==> src/rtl/ptne_pkg.sv <==
// Shared constants and types of the point table with nearest-point edit.
`default_nettype none
package ptne_pkg;

  localparam int COORD_W  = 16;
  localparam int POINT_W  = 2 * COORD_W;
  localparam int DIST_W   = 33;
  localparam int FUNC_W   = 3;
  localparam int STAT_W   = 2;
  localparam int POS_W    = 8;
  localparam int MIDX_W   = 8;
  localparam int PCNT_W   = 9;
  localparam int CFG_AW   = 4;
  localparam int CFG_DW   = 64;

  localparam logic [FUNC_W-1:0] FN_APPEND   = 3'd0;
  localparam logic [FUNC_W-1:0] FN_FIND     = 3'd1;
  localparam logic [FUNC_W-1:0] FN_DEL_NEAR = 3'd2;
  localparam logic [FUNC_W-1:0] FN_UPD_NEAR = 3'd3;
  localparam logic [FUNC_W-1:0] FN_DEL_AT   = 3'd4;
  localparam logic [FUNC_W-1:0] FN_UPD_AT   = 3'd5;

  localparam logic [STAT_W-1:0] ST_OK    = 2'd0;
  localparam logic [STAT_W-1:0] ST_NONE  = 2'd1;
  localparam logic [STAT_W-1:0] ST_RANGE = 2'd2;
  localparam logic [STAT_W-1:0] ST_FULL  = 2'd3;

  localparam logic REG_RADIUS = 1'b0;

  typedef struct packed {
    logic                       found;
    logic signed [COORD_W-1:0]  x;
    logic signed [COORD_W-1:0]  y;
  } near_best_t;

endpackage
`default_nettype wire

==> src/rtl/ptne_near.sv <==
// Distance pipeline and running nearest-match tracker for the table scan.
`default_nettype none
module ptne_near #(
  parameter int AW = 8
) (
  input  logic                                 clk,
  input  logic                                 rst_n,
  input  logic                                 start,
  input  logic                                 in_v,
  input  logic [AW-1:0]                        in_idx,
  input  logic [ptne_pkg::POINT_W-1:0]         in_xy,
  input  logic signed [ptne_pkg::COORD_W-1:0]  qx,
  input  logic signed [ptne_pkg::COORD_W-1:0]  qy,
  input  logic [ptne_pkg::DIST_W-1:0]          radius,
  output logic                                 busy,
  output logic [AW-1:0]                        best_idx,
  output ptne_pkg::near_best_t                 best
);

  localparam int CW  = ptne_pkg::COORD_W;
  localparam int DFW = CW + 1;
  localparam int SQW = 2 * CW;

  logic                         v1_r, v2_r, v3_r;
  logic [AW-1:0]                idx1_r, idx2_r, idx3_r;
  logic [ptne_pkg::POINT_W-1:0] xy1_r, xy2_r, xy3_r;
  logic signed [DFW-1:0]        dx_r, dy_r;
  logic signed [2*DFW-1:0]      prod_x, prod_y;
  logic [SQW-1:0]               sqx_r, sqy_r;
  logic [ptne_pkg::DIST_W-1:0]  dist_r;
  logic                         have_r, have_nxt;
  logic [ptne_pkg::DIST_W-1:0]  best_d_r;
  logic [AW-1:0]                best_idx_r;
  logic [ptne_pkg::POINT_W-1:0] best_xy_r;
  logic                         hit;

  assign prod_x   = dx_r * dx_r;
  assign prod_y   = dy_r * dy_r;
  assign hit      = v3_r && (dist_r <= radius) && (!have_r || (dist_r < best_d_r));
  assign have_nxt = start ? 1'b0 : (have_r | hit);
  assign busy     = v1_r | v2_r | v3_r;

  always_ff @(posedge clk) begin
    if (!rst_n) begin
      v1_r   <= 1'b0;
      v2_r   <= 1'b0;
      v3_r   <= 1'b0;
      have_r <= 1'b0;
    end else begin
      v1_r   <= in_v;
      v2_r   <= v1_r;
      v3_r   <= v2_r;
      have_r <= have_nxt;
    end
  end

  always_ff @(posedge clk) begin
    idx1_r <= in_idx;
    xy1_r  <= in_xy;
    dx_r   <= DFW'(signed'(in_xy[ptne_pkg::POINT_W-1:CW])) - DFW'(qx);
    dy_r   <= DFW'(signed'(in_xy[CW-1:0])) - DFW'(qy);
    idx2_r <= idx1_r;
    xy2_r  <= xy1_r;
    sqx_r  <= prod_x[SQW-1:0];
    sqy_r  <= prod_y[SQW-1:0];
    idx3_r <= idx2_r;
    xy3_r  <= xy2_r;
    dist_r <= {1'b0, sqx_r} + {1'b0, sqy_r};
    if (hit) begin
      best_d_r   <= dist_r;
      best_idx_r <= idx3_r;
      best_xy_r  <= xy3_r;
    end
  end

  assign best_idx   = best_idx_r;
  assign best.found = have_r;
  assign best.x     = best_xy_r[ptne_pkg::POINT_W-1:CW];
  assign best.y     = best_xy_r[CW-1:0];

endmodule
`default_nettype wire

==> config.mk <==
export PLATFORM = sky130hd
export DESIGN_NAME = ptne_near
export DESIGN_NICKNAME = d
export VERILOG_FILES = /design/src/rtl/ptne_pkg.sv /design/src/rtl/ptne_near.sv
export SDC_FILE = /design/constraint.sdc
export NUM_CORES = 2
export LEC_CHECK = 0
export ABC_AREA = 1
export BUFFER_PORTS_ARGS = -buffer_cell sky130_fd_sc_hd__buf_2
export CORE_UTILIZATION = 55
export CTS_CLUSTER_SIZE = 40
export DETAILED_ROUTE_END_ITERATION = 16
export PLACE_DENSITY_LB_ADDON = 0.08
export SYNTH_ARGS = -nofsm -noshare
export SYNTH_HDL_FRONTEND = slang
export SYNTH_SLANG_ARGS = --single-unit
==> constraint.sdc <==
create_clock -name clk -period 8.3 [get_ports clk]
set_input_delay 0.83 -clock clk [delete_from_list [all_inputs] [get_ports clk]]
set_output_delay 0.83 -clock clk [all_outputs]
set_load 0.02 [all_outputs]
==> results.md <==
* Run status: complete, no violations
* First-pass DRT Iterations at 5
* Post-synth EDFFs at 73
* Number of remaining DRC errors at 0
* Die area at 59,500 sq um
* IO Port Bufs at 150
* Routed vias/inst at between 5 and 6
* Most used cell, CP: fa_1
* Share of the synthesized area in the top cell type at roughly a third
* Worst-skew pair later-pin latency at 560 ps
* Startpoint Class: flop
* Die H at 244 um
* Fin nets at ~4,700
* Synth Instances at between 3,000 and 4,000
* Arrival @ worst endpoint at between 7000 and 8000 ps
* H-tree Lvls at 2
* Main synth FF type: dfxtp_1
* Hold Vio Cnt, Final at 0
* DRT iter0 DRCs at 994
* Total global-route track usage at between 20% and 30%
* Tmin final at ~6700 ps
* Core Rows at 88
* Yosys warnings at 0
* Avg Cell Area, Syn at between 8 and 9 sq um
* Core area at between 50,000 and 60,000 sq um
* Internal reg-to-reg setup slack at 1630 ps
* Reg clk slew, reported paths at roughly 60 ps
* Post-synth net total at roughly 4,500
* WL per Instance at between 15 and 20 um
* Clk sinks at about 330
* Ports at roughly 150
* Layout cells sized above 1 at 6.77%
* Seq/Total Area, Yosys at between 20% and 30%
* Post-CTS Resized at 0
* Vias after detailed routing at about 23,000
* Initial antenna violation count at 0
* TritonCTS buffer count at 36
* Largest net degree at the start of global routing at 53
* GRT overflow at 0
* CTS tree: done
* P&R area growth vs syn at 8.26%
* Dominant cells by area after synthesis: fa_1, dfxtp_1, inv_1
* CP max FO at 22
* Count leader, synth: inv_1
* Drt total wl at between 70,000 and 80,000 um
* Ys async rst share at 0%
* Post-synth top area cell: fa_1
* Final setup fails at 0
* Final Max Slew Viols at 0
* CP startpoint: dy_r[16]$_DFF_P_
* CP required at between 8000 and 9000 ps
* Dpl hpwl at 62,400 um
* WS Path Type: flop to flop
* Post-CTS Setup Inserts at 0
* RSZ-0062 raised after global routing: no
* Cell Area, Synth at roughly 32,000 sq um
* Hold path startpoint: xy1_r[31]$_DFF_P_
* First-pass GRT wire length at about 120,000 um
* Final ANT Viol Nets at 0
* HP Class: flop to flop
* Initial core utilization at 55.7%
* Worst-case clock skew at between 20 and 25 ps
* Max Root-Sink Buffers at 3
* FMAX at 150 MHz
* Max Cap Violations at 0
* Vias in the first global route at between 20,000 and 25,000
* Top cells by count, synth: inv_1, nand2_1, fa_1
* Slew @ Worst Pin at about 1000 ps
* Final GP Congestion at about 0.93
* CP peak stage delay at between 900 and 1000 ps
* Root buf cell: clkbuf_16
* Max-slew headroom at around a third
* CP max stage cell: dfxtp_1
* Worst setup EP type: flop
* Die Wd at approximately 240 um
* # diodes at 0
* Final period util at between 80% and 90%
* # hold bufs at CTS at 0
* Distinct cells, synth at just under 50
* CP Cell Sequence: clkinv_1, or2_2, fa_1, inv_1, fa_1, fa_1, fa_1, fa_1, inv_1, fa_1, inv_1, ha_1, nand2_1, nor4_1, nand2_1, nand2_2, nand2_1, nand3_1, nand2_1
* #FFs+latches synth at between 300 and 400
* R2r startpoint: dy_r[16]$_DFF_P_
* Post-route setup TNS at 0 ps
-- final timing paths --
check,endpoint,cells past startpoint
max reg2reg,sqy_r[24]$_DFF_P_,19
max,sqy_r[24]$_DFF_P_,19
min reg2reg,xy2_r[31]$_DFF_P_,0
min,xy2_r[31]$_DFF_P_,0
-- layout make-up --
class | instances | area [sq um]
clock buffers | 45 | 965
clock inverters | 21 | 219
fillers | 5103 | 23000
inverters | 1018 | 3820
multi-input cells | 2213 | 20800
flip-flops and latches | 326 | 7260
well taps | 765 | 957
repair buffers | 156 | 796
-- worst max-delay path: cells and delay by family (launching register included) --
family        cells  cell delay (ps)
fa+ha+maj         7             3230
buf+inv           4              680
flops             1              910
simple gates      8             1740
-- registers in the layout (all words and copies together), names as in the netlist --
signal,count
have_r,1
sqy_r,31
dist_r,33
idx3_r,8
v3_r,1
xy2_r,32
best_xy_r,32
sqx_r,31
v2_r,1
best_idx,8
xy1_r,32
v1_r,1
dx_r,17
dy_r,17
best_d_r,33
idx2_r,8
idx1_r,8
xy3_r,32
-- through the flow --
step	utilization, %	hold WS (ps)	std cells	area, sq um	setup slack, ps
floorplan	-	310	3630	32200	2480
global placement	58.2	310	4478	33700	1680
detailed placement	58.2	312	4478	33700	1630
CTS	60.3	313	4544	34800	1620
global route	60.3	319	4544	34800	1290
finish	60.3	313	4544	34800	1630
-- metal layers --
metal  up-vias  track usage (%)  share of wire (%)
li1      11000                -                  -
met1     11200             34.9                 45
met2       496             43.5                 48
met3       111             3.70                4.8
met4         0             6.60                2.6
met5         -                0                  0
-- kinds of logic (layout without fill, tap and decap cells) --
group	Yosys count	after routing	share of synthesized area, %
buf+inv	1091	1240	12.8
simple gates	981	981	12.5
fa+ha+maj	808	808	43.4
flops	326	326	22.5
compound gates	295	295	5.32
xor+xnor	129	129	3.51
-- layout by cell type (no fill, tap or decap), types with 6 or more instances in the layout --
master / Yosys / final
a21o_1: 23 / 23
a21oi_1: 155 / 154
buf_2: 0 / 150
buf_4: 2 / 6
clkbuf_1: 66 / 6
clkbuf_16: 0 / 36
dfxtp_1: 253 / 253
edfxtp_1: 73 / 73
fa_1: 514 / 514
ha_1: 294 / 294
inv_1: 1015 / 1015
nand2_1: 648 / 648
nand3_1: 97 / 97
nand4_1: 23 / 23
nor2_1: 147 / 147
nor3_1: 31 / 31
nor4_1: 6 / 6
o21ai_0: 58 / 58
o21ai_2: 8 / 8
o21bai_1: 12 / 12
or2_2: 11 / 11
xnor2_1: 36 / 36
xor2_1: 93 / 93
Power is not shown: default switching activity piles up to over one toggle a cycle in this logic, so the estimate is an artifact.
