`src/rtl/ptne_pkg.sv`:
```
// Shared constants and types of the point table with nearest-point edit.
`default_nettype none
package ptne_pkg;

  localparam int COORD_W  = 16;
  localparam int POINT_W  = 2 * COORD_W;
  localparam int DIST_W   = 33;
  localparam int FUNC_W   = 3;
  localparam int STAT_W   = 2;
  localparam int POS_W    = 8;
  localparam int MIDX_W   = 8;
  localparam int PCNT_W   = 9;
  localparam int CFG_AW   = 4;
  localparam int CFG_DW   = 64;

  localparam logic [FUNC_W-1:0] FN_APPEND   = 3'd0;
  localparam logic [FUNC_W-1:0] FN_FIND     = 3'd1;
  localparam logic [FUNC_W-1:0] FN_DEL_NEAR = 3'd2;
  localparam logic [FUNC_W-1:0] FN_UPD_NEAR = 3'd3;
  localparam logic [FUNC_W-1:0] FN_DEL_AT   = 3'd4;
  localparam logic [FUNC_W-1:0] FN_UPD_AT   = 3'd5;

  localparam logic [STAT_W-1:0] ST_OK    = 2'd0;
  localparam logic [STAT_W-1:0] ST_NONE  = 2'd1;
  localparam logic [STAT_W-1:0] ST_RANGE = 2'd2;
  localparam logic [STAT_W-1:0] ST_FULL  = 2'd3;

  localparam logic REG_RADIUS = 1'b0;

  typedef struct packed {
    logic                       found;
    logic signed [COORD_W-1:0]  x;
    logic signed [COORD_W-1:0]  y;
  } near_best_t;

endpackage
`default_nettype wire

```
`src/rtl/ptne_cfg.sv`:
```
// APB register file holding the squared match radius.
`default_nettype none
module ptne_cfg (
  input  logic                           clk,
  input  logic                           rst_n,
  input  logic                           psel,
  input  logic                           penable,
  input  logic                           pwrite,
  input  logic [ptne_pkg::CFG_AW-1:0]    paddr,
  input  logic [ptne_pkg::CFG_DW-1:0]    pwdata,
  output logic [ptne_pkg::CFG_DW-1:0]    prdata,
  output logic                           pready,
  output logic [ptne_pkg::DIST_W-1:0]    radius_r
);

  logic sel_radius;
  logic wr_en;

  assign pready     = 1'b1;
  assign sel_radius = (paddr[ptne_pkg::CFG_AW-1] == ptne_pkg::REG_RADIUS);
  assign wr_en      = psel && penable && pwrite && pready;

  always_ff @(posedge clk) begin
    if (!rst_n) begin
      radius_r <= '0;
    end else if (wr_en && sel_radius) begin
      radius_r <= pwdata[ptne_pkg::DIST_W-1:0];
    end
  end

  always_comb begin
    prdata = '0;
    if (sel_radius) begin
      prdata = ptne_pkg::CFG_DW'(radius_r);
    end
  end

endmodule
`default_nettype wire

```
`config.mk`:
```
export PLATFORM = sky130hd
export DESIGN_NAME = ptne_cfg
export DESIGN_NICKNAME = d
export VERILOG_FILES = /design/src/rtl/ptne_pkg.sv /design/src/rtl/ptne_cfg.sv
export SDC_FILE = /design/constraint.sdc
export NUM_CORES = 1
export LEC_CHECK = 0
export BUFFER_PORTS_ARGS = -buffer_cell sky130_fd_sc_hd__buf_2
export CAP_MARGIN = 5
export CELL_PAD_IN_SITES_DETAIL_PLACEMENT = 0
export CELL_PAD_IN_SITES_GLOBAL_PLACEMENT = 1
export CORE_MARGIN = 5
export CORE_UTILIZATION = 22
export CTS_CLUSTER_SIZE = 10
export DETAILED_ROUTE_END_ITERATION = 16
export PLACE_DENSITY = 0.74
export SLEW_MARGIN = 20
export SYNTH_ARGS = -nofsm -noshare
export SYNTH_HDL_FRONTEND = slang
export SYNTH_SLANG_ARGS = --single-unit
```
`constraint.sdc`:
```
create_clock -name clk -period 1 [get_ports clk]
set_input_delay 0.2 -clock clk [delete_from_list [all_inputs] [get_ports clk]]
set_output_delay 0.2 -clock clk [all_outputs]
set_load 0.02 [all_outputs]
```
==> impl_results.md, run 1 <==
- Run status: finished with violations
- Failing checks: setup timing
- Sink of the worst hold path: radius_r[21]
- Leakage dissipation: 1.39 nW
- Max-Cap Viols: 0
- CP cell instances: and2b_2 -> buf_6
- Synth area leaders: dfxtp_1 (36%), mux2i_1 (18%), nand2_1 (14%)
- DRC viols: 0
- Clock latency on the worst-skew pair: ~0.28 ns
- Largest net degree at the start of global routing: 29
- Setup Viol. Count Final: 40
- Gp weighted congestion: around 0.69
- Number of DRC markers in iteration 0: 45
- Warnings, synthesis: 0
- Sequential share of the synthesized area: 0.363
- Peak supply drop: slightly above 0.4 mV
- Period utilization: 1.13
- Wire per inst: between 10 and 15 µm
- Pre-antenna DRT Iters: 4
- Root Driver: clkbuf_8
- Area Growth Syn to Fin: 69.5%
- Cell variety after synth: 12
- Min-delay src: pwdata[21]
- Slew Viols, Final: 0
- Most flop-heavy register: radius_r
- Vias: approximately 1700
- Core Area: 8130 µm²
- Worst-case reg-to-reg path depth: 3
- Fin Clk Skew: 0 ns
- Num CTS Buffers: 5
- I/O Pins: about 170
- Avg Cell Area, Syn: about 8.5 µm²
- DR vias/cell: between 3 and 4
- Vias in the first global route: between 1500 and 2000
- FP Rows: 33
- Clk buf depth: 2
- FF-to-FF Start: radius_r[22]
- Top flop regs: radius_r (33)
- Setup CP Type: register to primary output
- Overflow after GRT: 0
- Fraction of layout cells with a size suffix above 1: 0.590
- Hold path cells: 3
- Post-Syn Instances: ~210
- Critical-path top delay cell: dfxtp_2
- DIE AREA: 10200 µm²
- Worst reg-to-reg setup slack: around 0.34 ns
- Synthesized area: ~1800 µm²
- First-pass GRT wire length: 7.34 mm
- Worst min path class: primary input to register
- FF+latch count, synth: 33
- Finished Cell Area: 3090 µm²
- Top cell type's share of synthesized area: 0.363
- Initial antenna violation count: 0
- Crit-path max FO: 2
- Worst r2r dst: radius_r[22]
- Remaining antenna violation count: 0
- Fin worst setup slack: -0.128 ns
- Nets: roughly 400
- # port buffers: 104
- RSZ-0062 raised after global routing: true
- Clock-pin transition on the worst setup and hold timing paths: 0.07 ns
- Initial Util: 0.224
- DIE HEIGHT: between 100 and 150 µm
- Worst path required time: about 0.8 ns
- Sink Count: 33
- Placed cell areas: approximately 2400 µm²
- Diode count: 0
- Fmax: a little under 900 MHz
- Non-Filler Instances: 437
- CP peak stage delay: around 0.33 ns
- Hold Fails Final Rpt: 0
- Worst Path Arrival: slightly above 0.9 ns
- Cell taking the most area after synthesis: dfxtp_1
- Crit. End Element: primary output
- Setup crit start kind: register
- Die Wd: between 100 and 150 µm
- # placed instances: 416
- Hpwl dp: about 3.6 mm
- Largest register FFs: 33
- Final wirelength: 5.12 mm
- TNS Setup: -3.27 ns
- Post-layout min period: ~1.1 ns
- Pwr Density: roughly 950 nW/µm²
- CTS tree: done
- Total GRT Usage: 0.0898
- Fill count: about 820
- H-Tree Depth: 2
-- placed cells by master, fill, tap and decap left out --
cell and instances:
conb_1 32, buf_8 1, nand2_1 66, and4b_2 1, dfxtp_2 33, nor2b_1 4, buf_6 46, buf_2 40
buf_12 6, mux2i_1 33, buf_4 33, nor2b_2 10, clkbuf_8 5, clkbuf_1 1, and2b_2 3, clkinv_2 2
nor2b_4 16
-- per-stage QoR --
step           hold WS (ns)  setup WS, ns   util  total power, mW
2_1_floorplan         0.342      -0.00505      -             1.81
3_3_place_gp          0.448        -0.181  0.300             1.89
3_5_place_dp          0.454        -0.180  0.300             1.90
4_1_cts               0.133        -0.138  0.358             2.98
5_1_grt               0.141        -0.188  0.379             3.09
6_report              0.151        -0.128  0.379             2.94
-- critical path, delay by kind of cell, from the launching register on --
kind | cells | cell delay, ns
buffers and inverters | 1 | 0.13
and+or+nand+nor | 1 | 0.20
DFF | 1 | 0.33
-- Yosys cell counts --
| cell type | instances |
|---|---|
| clkbuf_1 | 9 |
| and2b_2 | 3 |
| buf_12 | 3 |
| nor2b_1 | 30 |
| nand2_1 | 66 |
| buf_4 | 32 |
| dfxtp_1 | 33 |
| conb_1 | 2 |
| buf_2 | 1 |
| and4b_1 | 1 |
| buf_6 | 1 |
| mux2i_1 | 33 |
-- power by group --
group,internal [mW],switching [mW],total [mW]
clock,0.482,0.493,0.975
combinational,0.250,0.344,0.594
sequential,1.35,0.0226,1.37
-- cell families (layout without fill, tap and decap cells) --
| kind of cell | count (synthesis) | in the layout | synth area share |
|---|---|---|---|
| DFF | 33 | 33 | 0.363 |
| buffers and inverters | 46 | 134 | 0.192 |
| muxes | 33 | 33 | 0.181 |
| other | 2 | 32 | 0.00413 |
| and+or+nand+nor | 100 | 100 | 0.259 |
-- worst max-delay path by stage --
| stage | from | end | slack, ns | cells past startpoint |
|---|---|---|---|---|
| after CTS | radius_r[0] | prdata[0] | -0.14 | 2 |
| after floorplan | radius_r[19] | prdata[19] | -0.005 | 1 |
| after global placement | paddr[3] | prdata[0] | -0.18 | 4 |
| final | radius_r[30] | prdata[30] | -0.13 | 2 |
| after detailed placement | paddr[3] | radius_r[3] | -0.18 | 4 |
| after global routing | radius_r[9] | prdata[9] | -0.19 | 2 |
-- final cells by class --
type / instances / area, µm² / area share
Timing Repair Buffer: 126 / 1100 / 0.357
Sequential cell: 33 / 702 / 0.227
Clock buffer: 6 / 72.6 / 0.0235
Clock inverter: 2 / 10.0 / 0.00324
Multi-Input combinational cell: 165 / 1070 / 0.346
Tap cell: 105 / 131 / 0.0426
-- routing by layer --
layer | vias to the layer above | share of wire | GRT usage
met5 | - | 0 | 0
met4 | 0 | 0.0080 | 0.0276
met3 | 5 | 0.081 | 0.0270
met2 | 76 | 0.52 | 0.161
met1 | 770 | 0.39 | 0.102
li1 | 833 | - | -
-- repair_timing --
item | in CTS | in global routing
hold buffers | 0 | 0
gates resized for setup | 124 | 39
setup buffers | 6 | 7
setup endpoints to repair | 66 | 59
(Power assumes the default switching activity.)
==> run 2: changes to the inputs <==
BUFFER_PORTS_ARGS = -buffer_cell sky130_fd_sc_hd__buf_4   (was -buffer_cell sky130_fd_sc_hd__buf_2)
==> run 2 against run 1 <==
  * Combinational power grew 14%
  * Largest cell class unchanged
  * Core utilization grew 3.6 points
  * Register-to-register slack lost 0.11 ns
  * Clock-buffer cell count grew 1
  * The run still ends with setup timing left
  * Critical path type unchanged
  * Hold slack gained 0.012 ns
  * Die area is the same
  * Clock power grew 4%
  * Flip-flop and latch count is the same
  * Largest power group unchanged
  * Final area grew 9.6%
==> impl_results.md, run 2 (synthesized netlist as in run 1, its figures left out) <==
- Finished Cell Area: approximately 3400 µm²
- RSZ-0062 raised after global routing: true
- GR Layer Usage met1: 0.109
- Max-Cap Viols: 0
- Largest register FFs: 33
- Run status: finished with violations
- Setup WS pre-CTS: -0.162 ns
- Fmax: 895 MHz
- Remaining antenna violation count: 0
- Worst path required time: approximately 0.80 ns
- Most common cell after layout, fill and taps aside: buf_4
- Vias: 1703
- Largest net degree at the start of global routing: 29
- Worst Path Arrival: 0.92 ns
- Die Wd: between 100 and 150 µm
- Clock-pin transition on the worst setup and hold timing paths: 0.07 ns
- Root Driver: clkbuf_8
- Wire per inst: ~12 µm
- Clock latency on the worst-skew pair: 0.28 ns
- Overflow after GRT: 0
- Design Power: 3.06 mW
- Critical-path top delay cell: dfxtp_2
- Total GRT Usage: 0.0930
- CP peak stage delay: between 0.3 and 0.4 ns
- Top flop regs: radius_r (33)
- TNS Setup: -3.06 ns
- Final wirelength: roughly 5.2 mm
- CP cell instances: and2b_2 -> buf_6
- Failing checks: setup timing
- Area Growth Syn to Fin: 85.7%
- Hold Fails Final Rpt: 0
- Routing usage on met2: 0.158
- Core Area: between 8000 and 9000 µm²
- Hpwl dp: between 3 and 4 mm
- Non-Filler Instances: 447
- Fin Clk Skew: 0 ns
- Diode count: 0
- Most frequent cells in the layout: buf_4 (70), nand2_1 (66), buf_6 (61)
- DIE HEIGHT: ~100 µm
- # port buffers: 104
- Most flop-heavy register: radius_r
- Setup crit start kind: register
- Post-layout util: 0.416
- Nets: 415
- I/O Pins: between 150 and 200
- Sink Count: 33
- Slew Viols, Final: 0
- Worst min path class: primary input to register
- GRT busiest layer: met2
- Fraction of layout cells with a size suffix above 1: 0.608
- CTS tree: done
- Number of DRC markers in iteration 0: 32
- Gp weighted congestion: roughly 0.67
- Fin worst setup slack: -0.117 ns
- Num CTS Buffers: 5
- Clk buf depth: 2
- Initial antenna violation count: 0
- Period utilization: 1.12
- DIE AREA: 10200 µm²
- H-Tree Depth: 2
- First-pass GRT wire length: 7.58 mm
- DR vias/cell: 3.81
- FP Rows: 33
- Leakage dissipation: roughly 1.5 nW
- Crit. End Element: primary output
- Setup Viol. Count Final: 46
- Pwr Density: 904 nW/µm²
- Setup CP Type: register to primary output
- Fin Hold WS: approximately 0.16 ns
- M3 GR Usage: 0.0367
- DRC viols: 0
- # placed instances: about 420
- Vias in the first global route: approximately 1600
- Post-layout min period: 1.12 ns
- Placed cell areas: between 2000 and 3000 µm²
- Peak supply drop: 0.504 mV
- Pre-antenna DRT Iters: 4
- Initial Util: 0.224
- Crit-path max FO: 2
- Hold_buf cts: 0
[run 2: changes by cell type in the layout (fill, tap and decap cells not counted), moves of 2 or more]
cell	delta
buf_2	-40
nor2b_2	-9
buf_4	+37
nor2b_1	-2
clkinv_2	-2
nor2b_4	+11
buf_6	+15
[run 2: power by group]
| part | switching (mW) | leakage, nW | internal (mW) |
|---|---|---|---|
| registers | 0.0235 | 0.283 | 1.35 |
| clock network | 0.462 | 0.0443 | 0.546 |
| logic | 0.357 | 1.16 | 0.318 |
[run 2: worst paths after layout]
| check | cells past startpoint | startpoint | slack [ns] | end |
|---|---|---|---|---|
| max | 2 | radius_r[32] | -0.12 | prdata[32] |
| min | 3 | pwdata[4] | 0.16 | radius_r[4] |
| max reg2reg | 4 | radius_r[19] | 0.23 | radius_r[19] |
| min reg2reg | 2 | radius_r[3] | 0.46 | radius_r[3] |
[run 2: timing repair]
| item | 4_1_cts | 5_1_grt |
|---|---|---|
| pin swaps | 0 | 0 |
| gates resized for setup | 98 | 25 |
| setup endpoints to repair | 45 | 44 |
| buffers inserted | 6 | 16 |
| cloned | 0 | 0 |
[run 2: worst max-delay path: cells and delay by family, from the launching register on]
family                 cells  cell delay, ns
DFF                        1            0.33
and+or+nand+nor            1            0.19
buffers and inverters      1            0.13
[run 2: final cells by class]
class                   count  area, µm²
clock buffers               7       86.3
fillers                   799       4750
flip-flops and latches     33        702
well taps                 105        131
multi-input cells         165       1130
repair buffers            137       1330
[run 2: metal layers]
| layer | part of all wire | routed length (µm) | up-vias |
|---|---|---|---|
| met1 | 0.39 | 2050 | 764 |
| li1 | - | - | 855 |
| met5 | 0 | 0 | - |
| met3 | 0.089 | 468 | 4 |
| met2 | 0.51 | 2680 | 80 |
| met4 | 0.0080 | 42 | 0 |
==> run 3: changes to the inputs <==
--- a/config.mk
+++ b/config.mk
@@ -12,5 +12,5 @@
 export CORE_MARGIN = 5
 export CORE_UTILIZATION = 22
-export CTS_CLUSTER_SIZE = 10
+export CTS_CLUSTER_SIZE = 30
 export DETAILED_ROUTE_END_ITERATION = 16
 export PLACE_DENSITY = 0.74
==> constraint.sdc (replaced) <==
create_clock -name clk -period 1 [get_ports clk]
set_input_delay 0.2 -clock clk [delete_from_list [all_inputs] [get_ports clk]]
set_output_delay 0.2 -clock clk [all_outputs]
set_load 0.1 [all_outputs]
==> run 3 against run 2 <==
  * The flow still finishes with violations (setup timing)
  * First-iteration DRC count is 19% higher
  * Sequential share of layout area is 1.6 points lower
  * Critical endpoint is now prdata[15]
  * Clock-buffer cell count is 1 lower
  * Critical path depth stayed put
  * Cell count is 0.22% lower
  * Total power is 22% higher
  * Highest routed layer unchanged
  * Final area is 21% higher
  * Via count is 1.4% higher
  * Sequential power is 4% lower
==> impl_results.md, run 3 (synthesized netlist as in run 1, its figures left out) <==
- Run status: finished with violations
- Failing checks: setup timing
- Multi-input gate area: between 1000 and 1500 µm²
- Worst Setup SP: radius_r[15]
- CP peak stage delay: 0.37 ns
- Finished Cell Area: slightly above 4000 µm²
- Setup CP Type: register to primary output
- Initial antenna violation count: 0
- H-Tree Depth: 2
- I/O Pins: between 150 and 200
- Root Driver: clkbuf_8
- Crit path capture: prdata[15]
- Most flop-heavy register: radius_r
- P_int: between 2 and 2.5 mW
- Combinational share of power: 0.395
- Top flop regs: radius_r (33)
- DIE AREA: around 10000 µm²
- DIE HEIGHT: between 100 and 150 µm
- Fin Hold WS: 0.161 ns
- Clock latency on the worst-skew pair: roughly 0.28 ns
- Worst min path class: primary input to register
- Pwr Density: just over 900 nW/µm²
- Worst Path Arrival: 1.00 ns
- Setup WS pre-CTS: -0.220 ns
- CP cell instances: nor2b_4 -> buf_12
- Largest register FFs: 33
- Total GRT Usage: 0.107
- GR Layer Usage met1: 0.116
- DR vias/cell: between 3 and 4
- Total stage count of the critical path: 2
- Worst reg-to-reg setup slack: around 0.21 ns
- Fmax: 834 MHz
- Die Wd: approximately 100 µm
- Sw frac: 0.419
- Nets: slightly above 400
- Fill count: about 700
- Critical-path top delay cell: dfxtp_4
- Post-layout min period: approximately 1.2 ns
- Area Growth Syn to Fin: 125%
- Sequential share of power: 0.350
- Psw: between 1.5 and 2 mW
- Seq. cell area: between 700 and 800 µm²
- DRC viols: 0
- Routing usage on met2: 0.194
- CTS tree: done
- Fin worst setup slack: -0.200 ns
- FP Rows: 33
- Crit. End Element: primary output
- Worst-case reg-to-reg path depth: 4
- Remaining antenna violation count: 0
- Wire per inst: ~13 µm
- Non-Filler Instances: ~450
- # port buffers: 104
- Setup Viol. Count Final: 66
- Placed cell areas: 2990 µm²
- Fraction of layout cells with a size suffix above 1: 0.613
- RSZ-0062 raised after global routing: true
- Most frequent cells in the layout: buf_12 (69), nand2_1 (66), buf_4 (47)
- Crit-path max FO: 3
- Hold Fails Final Rpt: 0
- Diode count: 0
- Buf/Inv on CP: 1
- GRT busiest layer: met2
- Clock-pin transition on the worst setup and hold timing paths: 0.07 ns
- Worst r2r dst: radius_r[30]
- Vias: 1726
- Largest net degree at the start of global routing: 39
- Number of DRC markers in iteration 0: 38
- First-pass GRT wire length: 8.59 mm
- Fin Clk Skew: 0 ns
- Final wirelength: 5.90 mm
- Gp weighted congestion: around 0.67
- Hpwl dp: 4.07 mm
- Pre-antenna DRT Iters: 3
- Sink Count: 33
- CP top delay family: flip-flops
- Period utilization: 1.20
- Leakage dissipation: roughly 1.6 nW
- FF-to-FF Start: radius_r[30]
- Overflow after GRT: 0
- M3 GR Usage: 0.0346
- Clk buf depth: 2
- Post-layout util: 0.504
- Worst path required time: ~0.8 ns
- Peak supply drop: roughly 0.47 mV
- Vias in the first global route: 1708
- Clock power frac: 0.255
- Num CTS Buffers: 5
- Max-Cap Viols: 0
- Slew Viols, Final: 0
- Core Area: 8130 µm²
- TNS Setup: -7.76 ns
- Initial Util: 0.224
- Hold_buf cts: 0
- Setup crit start kind: register
- Most common cell after layout, fill and taps aside: buf_12
- Design Power: around 3.7 mW
- # placed instances: roughly 420
[run 3: cell types whose count changed in the layout (fill, tap and decap cells not counted), moves of 3 or more]
cell     previous run  this run
and2b_2             3         0
and2b_4             0         3
buf_12              6        69
buf_4              70        47
buf_6              61        18
dfxtp_2            33         0
dfxtp_4             0        33
nor2b_4            27        30
[run 3: worst min-delay path: stages]
cell and delay, ns:
buf_4 0.11, nand2_1 0.04, mux2i_1 0.05
[run 3: layout make-up]
type | instances | share of cell area
clock buffer | 6 | 0.0177
clock inverter | 2 | 0.00244
multi-input combinational | 165 | 0.281
sequential | 33 | 0.191
tap | 105 | 0.0320
timing repair buffer | 135 | 0.476
[run 3: timing repair]
item                                    in CTS  in global routing
resized for setup                          157                 55
setup buffers                                5                 16
endpoints found under the setup margin      66                 66
[run 3: layer usage]
layer,up-vias,share of wire
met5,-,0
li1,857,-
met3,6,0.079
met2,74,0.56
met1,789,0.35
met4,0,0.014
[run 3: power groups by stage]
stage | clock network [mW] | registers [mW] | logic, mW
finish | 0.950 | 1.31 | 1.47
CTS | 1.02 | 1.30 | 1.40
global placement | 0 | 1.33 | 1.30
floorplan | 0 | 1.54 | 0.947
detailed placement | 0 | 1.33 | 1.31
global route | 1.08 | 1.31 | 1.53
[run 3: worst min path at each step]
stage	start	to	slack, ns	depth (start not counted)
floorplan	pwdata[0]	radius_r[0]	0.33	2
global placement	pwdata[9]	radius_r[9]	0.45	3
detailed placement	pwdata[3]	radius_r[3]	0.46	3
CTS	pwdata[26]	radius_r[26]	0.15	3
global route	pwdata[27]	radius_r[27]	0.15	3
finish	pwdata[26]	radius_r[26]	0.16	3
